### config.mk
export PLATFORM = sky130hd
export DESIGN_NAME = nmfr_ctrl
export DESIGN_NICKNAME = d
export VERILOG_FILES = /design/src/nmfr_pkg.sv /design/src/nmfr_ctrl.sv
export SDC_FILE = /design/constraint.sdc
export NUM_CORES = 1
export LEC_CHECK = 0
export BUFFER_PORTS_ARGS = -buffer_cell sky130_fd_sc_hd__buf_2
export CAP_MARGIN = 20
export CELL_PAD_IN_SITES_DETAIL_PLACEMENT = 2
export CELL_PAD_IN_SITES_GLOBAL_PLACEMENT = 2
export CORE_UTILIZATION = 20
export CTS_BUF_LIST = sky130_fd_sc_hd__clkbuf_16
export DETAILED_ROUTE_END_ITERATION = 7
export HOLD_SLACK_MARGIN = 0.1
export PLACE_DENSITY = 0.82
export SLEW_MARGIN = 25
export SYNTH_ARGS = -nofsm -noshare
export SYNTH_HDL_FRONTEND = slang
export SYNTH_SLANG_ARGS = --single-unit
### constraint.sdc
create_clock -name clk -period 1.4 [get_ports clk]
set_input_delay 0 -clock clk [delete_from_list [all_inputs] [get_ports clk]]
set_output_delay 0 -clock clk [all_outputs]
set_load 0.03 [all_outputs]
### src/nmfr_pkg.sv
// ----------------------------------------------------------------------------
// nmfr_pkg
// Shared sizes, register codes and controller types for the motion field
// resampler.
// ----------------------------------------------------------------------------
package nmfr_pkg;

  localparam int SOURCE_TEXELS = 262144;
  localparam int MAX_DIMENSION = 4096;

  localparam int ADDR_W    = (SOURCE_TEXELS > 1) ? $clog2(SOURCE_TEXELS) : 1;
  localparam int QUO_W     = $clog2(MAX_DIMENSION);
  localparam int DIM_W     = QUO_W + 1;
  localparam int PROD_W    = QUO_W + DIM_W;
  localparam int CNT_W     = $clog2(QUO_W);

  localparam int SIZE_W    = 13;
  localparam int RATIO_W   = 20;
  localparam int CFG_DATA_W = 20;
  localparam int CFG_IDX_W = 3;
  localparam int IDX_W     = 18;
  localparam int VEC_W     = 16;
  localparam int OUT_W     = 24;
  localparam int PIX_W     = 24;
  localparam int FRAC_W    = 16;
  localparam int MUL_W     = VEC_W + RATIO_W + 1;

  localparam logic [RATIO_W-1:0] RATIO_ONE = RATIO_W'(1 << FRAC_W);

  typedef enum logic [CFG_IDX_W-1:0] {
    REG_SRC_W   = 3'd0,
    REG_SRC_H   = 3'd1,
    REG_TGT_W   = 3'd2,
    REG_TGT_H   = 3'd3,
    REG_RATIO_H = 3'd4,
    REG_RATIO_V = 3'd5
  } nmfr_reg_t;

  typedef enum logic [3:0] {
    ST_IDLE,
    ST_WRAP,
    ST_MULT,
    ST_DIV,
    ST_ADDR,
    ST_READ,
    ST_SCALE,
    ST_ROUND,
    ST_EMIT
  } nmfr_state_t;

  typedef struct packed {
    logic store;
    logic wrap;
    logic mult;
    logic div_step;
    logic addr;
    logic read;
    logic scale;
    logic round;
    logic emit;
  } nmfr_cmd_t;

  typedef struct packed {
    logic tgt_zero;
    logic div_last;
    logic out_free;
  } nmfr_sts_t;

  function automatic logic [DIM_W-1:0] clamp_dim(input logic [SIZE_W-1:0] v);
    logic [31:0] ext;
    ext = 32'(v);
    if (ext > 32'(MAX_DIMENSION)) begin
      return DIM_W'(MAX_DIMENSION);
    end
    return DIM_W'(ext);
  endfunction

endpackage

### src/nmfr_ctrl.sv
// ----------------------------------------------------------------------------
// nmfr_ctrl
// Sequencer for one input word at a time: store write, raster wrap, column
// and row division, store read, scaling and result hand-over.
// ----------------------------------------------------------------------------
module nmfr_ctrl (
  input  logic                clk,
  input  logic                rst_n,
  input  logic                in_valid,
  input  logic                in_operation,
  output logic                in_ready,
  input  nmfr_pkg::nmfr_sts_t sts,
  output nmfr_pkg::nmfr_cmd_t cmd
);
  import nmfr_pkg::*;

  nmfr_state_t state_r, state_nxt;

  always_ff @(posedge clk) begin
    if (!rst_n) begin
      state_r <= ST_IDLE;
    end else begin
      state_r <= state_nxt;
    end
  end

  always_comb begin
    state_nxt = state_r;
    unique case (state_r)
      ST_IDLE: begin
        if (in_valid && in_operation) state_nxt = ST_WRAP;
      end
      ST_WRAP:  state_nxt = sts.tgt_zero ? ST_EMIT : ST_MULT;
      ST_MULT:  state_nxt = ST_DIV;
      ST_DIV: begin
        if (sts.div_last) state_nxt = ST_ADDR;
      end
      ST_ADDR:  state_nxt = ST_READ;
      ST_READ:  state_nxt = ST_SCALE;
      ST_SCALE: state_nxt = ST_ROUND;
      ST_ROUND: state_nxt = ST_EMIT;
      ST_EMIT: begin
        if (sts.out_free) state_nxt = ST_IDLE;
      end
      default:  state_nxt = ST_IDLE;
    endcase
  end

  always_comb begin
    cmd      = '0;
    in_ready = 1'b0;
    unique case (state_r)
      ST_IDLE: begin
        in_ready  = 1'b1;
        cmd.store = in_valid && !in_operation;
      end
      ST_WRAP:  cmd.wrap     = 1'b1;
      ST_MULT:  cmd.mult     = 1'b1;
      ST_DIV:   cmd.div_step = 1'b1;
      ST_ADDR:  cmd.addr     = 1'b1;
      ST_READ:  cmd.read     = 1'b1;
      ST_SCALE: cmd.scale    = 1'b1;
      ST_ROUND: cmd.round    = 1'b1;
      ST_EMIT:  cmd.emit     = sts.out_free;
      default:  cmd          = '0;
    endcase
  end

endmodule

Word level (Yosys, flattened, before mapping)
Index checks and enable logic that the tools add are counted.
Widths: inputs -> output; s select.
{"block": "totals", "elab_cells": 32, "mem_count": 0, "ram_bits": 0, "mem_bits_ro": 0, "latchBits": 0, "ff_bits": 4, "out_inout_bits": 10}
{"block": "op_classes", "muxes": 15, "n_addsub": 0, "reduce_logical": 5, "div": 0, "n_shift": 0, "n_lt_le_gt_ge": 0, "bitwise_logic": 0, "n_mul": 0, "n_eq_ne": 11}
{"op": "$pmux 4 s9", "count": 1}
{"op": "$eq 4x3->1 const B", "count": 4}
{"op": "$mux 4", "count": 4}
{"op": "$mux 1", "count": 10}
{"op": "$eq 4x2->1 const B", "count": 2}
{"op": "$ne 2x2->1 const B", "count": 3}
{"op": "$eq 4x1->1 const B", "count": 1}
{"op": "$eq 4x4->1 const B", "count": 1}
{"op": "$logic_not 4->1", "count": 1}
{"op": "$reduce_and 3->1", "count": 1}
{"op": "$logic_and 1x1->1", "count": 2}
{"op": "$logic_not 1->1", "count": 1}

Longest topological paths before layout
{"block": "depth", "depth_word": 3, "ltp_mapped": 4}

Worst setup path after synthesis
No wires, ideal clock.
{"block": "synth_timing", "path_kind": "register to output", "start": "register state_r[1]", "end": "output port cmd[8] (netlist bit)", "n_path_buf": 1, "stages_incl_launch_ff": 4, "arrival_time_ns": 2.093, "slack_ns": -0.693, "required_ns": 1.400, "cell_sequence": "dfxtp_1 -> buf_2 -> nor4_1 -> and3b_1"}
{"item": "start, declared", "line_no": "nmfr_ctrl.sv:17", "rtl": "nmfr_state_t state_r, state_nxt;"}
{"item": "start signal, assigned", "line_no": "nmfr_ctrl.sv:23", "rtl": "state_r <= state_nxt;"}
{"item": "end, declared", "line_no": "nmfr_ctrl.sv:13", "rtl": "output nmfr_pkg::nmfr_cmd_t cmd"}

Final worst setup path
{"block": "layout_timing", "start": "register state_r[1]", "end": "register state_r[3]"}
{"block": "layout_via", "elab_chain_cells": 3}
{"item": "$eq 4x2->1, or another cell as far along", "line_no": "nmfr_ctrl.sv:29", "rtl": "unique case (state_r)"}
{"item": "$ne 2x2->1 (no line)"}
{"item": "$reduce_and 3->1 (no line)"}
Parallel ways exist; a longest one is shown, timed or not.
A chain may end at the register's enable or synchronous reset.

==> out/qor.yml <==
max_stage_delay_ns: 0.37
crit_chain: "or3b_1 -> a211o_1 -> a2111oi_4"
cp-end-kind: "register"
cts_sinks: 4
largest_reg_flops: 4
cts_tree: "yes"
finClkSkew_ns: 0.002008
vias: 412
fin_crit_ns: 1.399
hold_viol_final: 0
routed_wl_mm: 1.172
placed_area_um2: 459.2
synth_seq_area_share_pct: 25.00
overflow: 0
syn2layout_area_growth_pct: 86.33
status: "completed"
drtIter0Drc: 1
antenna_found_initial: 0
wl_met1_um: 466
dp_hpwl_um: 878.2
largest_registers: "state_r (4)"
avgSynthCellArea_um2: 7.280
routed-wl-met2_um: 617
cpMaxStageDelayCell: "or3b_1"
insertion_delay_ns: 0.22
max_slew_margin_pct: 76.23
worstSetupStartpoint: "state_r[1]"
arrival_ns: 1.52
maxCapViolCount: 0
grt_pass1_vias: 410
synth_nets: 51
gp_congestion: 0.7858
clkTransAtPathRegs_ns: 0.03
vias_per_cell: 5.024
dp.cells: 77
die_w_um: 42.02
track_usage_pct: 14.61
die_area_mm2: 0.001766
core_area_mm2: 0.001506
synth.area.top_cells: "dfxtp_1 25%, nor3_1 9.4%, nand2_1 7.0%"
final_util_pct: 39.62
startpoint_type: "register"
finalSetupViolations: 0
drt_pass1_iterations: 2
grt_pass1_wl_mm: 1.863
hp-class: "in -> reg"
final_cells: 82
final_antenna_net_count: 0
yosys.area.top_type: "dfxtp_1"
pin_count: 17
grt_max_degree: 13
fmax_mhz: 714.8
critPathKind: "reg -> reg"
min_from: "sts[2]"
cts_root_buffer: "clkbuf_16"
reg2reg_from: "state_r[1]"
numCtsBuffers: 3
row_count: 14
top_layer_used: "met3"
antenna_cells: 0
power_leakage_nw: 0.2544
synthCells: 44
ys_types: 20
wl_met3_um: 88
port_buffers: 16
largest_register: "state_r"
nets: 75
die_y_um: 42.02
clk_path_buf_depth: 2
final_cell_mix: "14 x buf_2, 6 x nand2_1, 6 x nor3_1, 6 x buf_4"
synth_area_um2: 320.3
synth_top_area_share_pct: 25.00
p_per_area_mw_per_mm2: 1297
rsz0062_at_grt: "yes"
final_common_cell: "buf_2"
worst_ep_required_time_ns: 1.52
fin_area_um2: 596.8
post-route-drc-count: 0
drive_gt1_share_pct: 46.97
critPathMaxFanout: 2
wl_per_cell_um: 14.29
worst_pin_slew_ns: 0.3539
yosys_warnings: 0
period_share_pct: 99.92
h-tree-depth: 1
slew_viol_final: 0
synth-seq-cells: 4
start_util_pct: 21.26
vdd_ir_drop_max_mv: 0.9788
==> per-layer routing <==
layer / vias to the layer above / GRT usage, %
met1: 190 / 16.58
li1: 204 / -
met5: - / 0
met4: 0 / 1.875
met3: 0 / 7.759
met2: 18 / 25.00
==> path summary, 6_finish.rpt <==
check                                  end  slack [ns]  depth (start not counted)
worst max-delay path            state_r[3]       0.001                          3
worst min-delay path            state_r[1]        0.12                          3
worst max register to register  state_r[3]       0.001                          3
worst min register to register  state_r[1]        0.65                          3
==> stage by stage <==
stage	total power, mW	hold WS [ns]	setup slack [ns]	setup TNS (ns)
after CTS	0.7550	0.1150	-0.008892	-0.008892
after detailed placement	0.3039	0.2543	0.01123	0
after floorplan	0.2503	0.1177	0.004731	0
after global routing	0.8107	0.1349	-0.05102	-0.05102
after global placement	0.2997	0.2389	0.07382	0
final	0.7739	0.1165	0.001101	0
==> timing repair <==
item                                   4_1_cts  5_1_grt
endpoints found under the hold margin        4        0
cloned                                       0        0
pin swaps                                    1        2
gates resized for setup                      1        8
hold buffers                                 1        0
setup endpoints to repair                    2        5
buffers inserted                             0        1
==> Yosys cell counts, drive strengths merged <==
master / instances
a2111oi: 1
a211o: 2
a211oi: 1
a21oi: 1
and2: 1
and3b: 1
buf: 4
dfxtp: 4
inv: 3
nand2: 6
nand2b: 2
nand3b: 2
nor2: 2
nor3: 6
nor4: 4
o21a: 1
o21ai: 1
or3b: 1
xnor2: 1
==> cells by family (layout without fill, tap and decap cells) <==
kind of cell    after synthesis  after routing  synth area share [%]
xor+xnor                      1              1                 2.735
flops                         4              4                 25.00
compound gates                7              7                 17.97
buf+inv                       7             29                 9.766
simple gates                 25             25                 44.53
==> critical path: cells and delay by family (launching register included) <==
| family | cells | cell delay (ns) |
|---|---|---|
| AOI/OAI and AO/OA | 2 | 0.63 |
| DFF | 1 | 0.30 |
| and+or+nand+nor | 1 | 0.37 |
==> final cells by class <==
cell class | instances | area (um^2)
clock buffers | 3 | 75.07
fillers | 185 | 909.6
inverters | 3 | 11.26
multi-input cells | 33 | 259.0
flip-flops and latches | 4 | 83.83
well taps | 16 | 20.02
repair buffers | 23 | 147.6
==> power breakdown <==
part	switching, mW	internal (mW)	total, mW
registers	0.0121	0.124	0.136
clock network	0.0747	0.364	0.439
logic	0.113	0.0857	0.199
(Power assumes the default switching activity.)
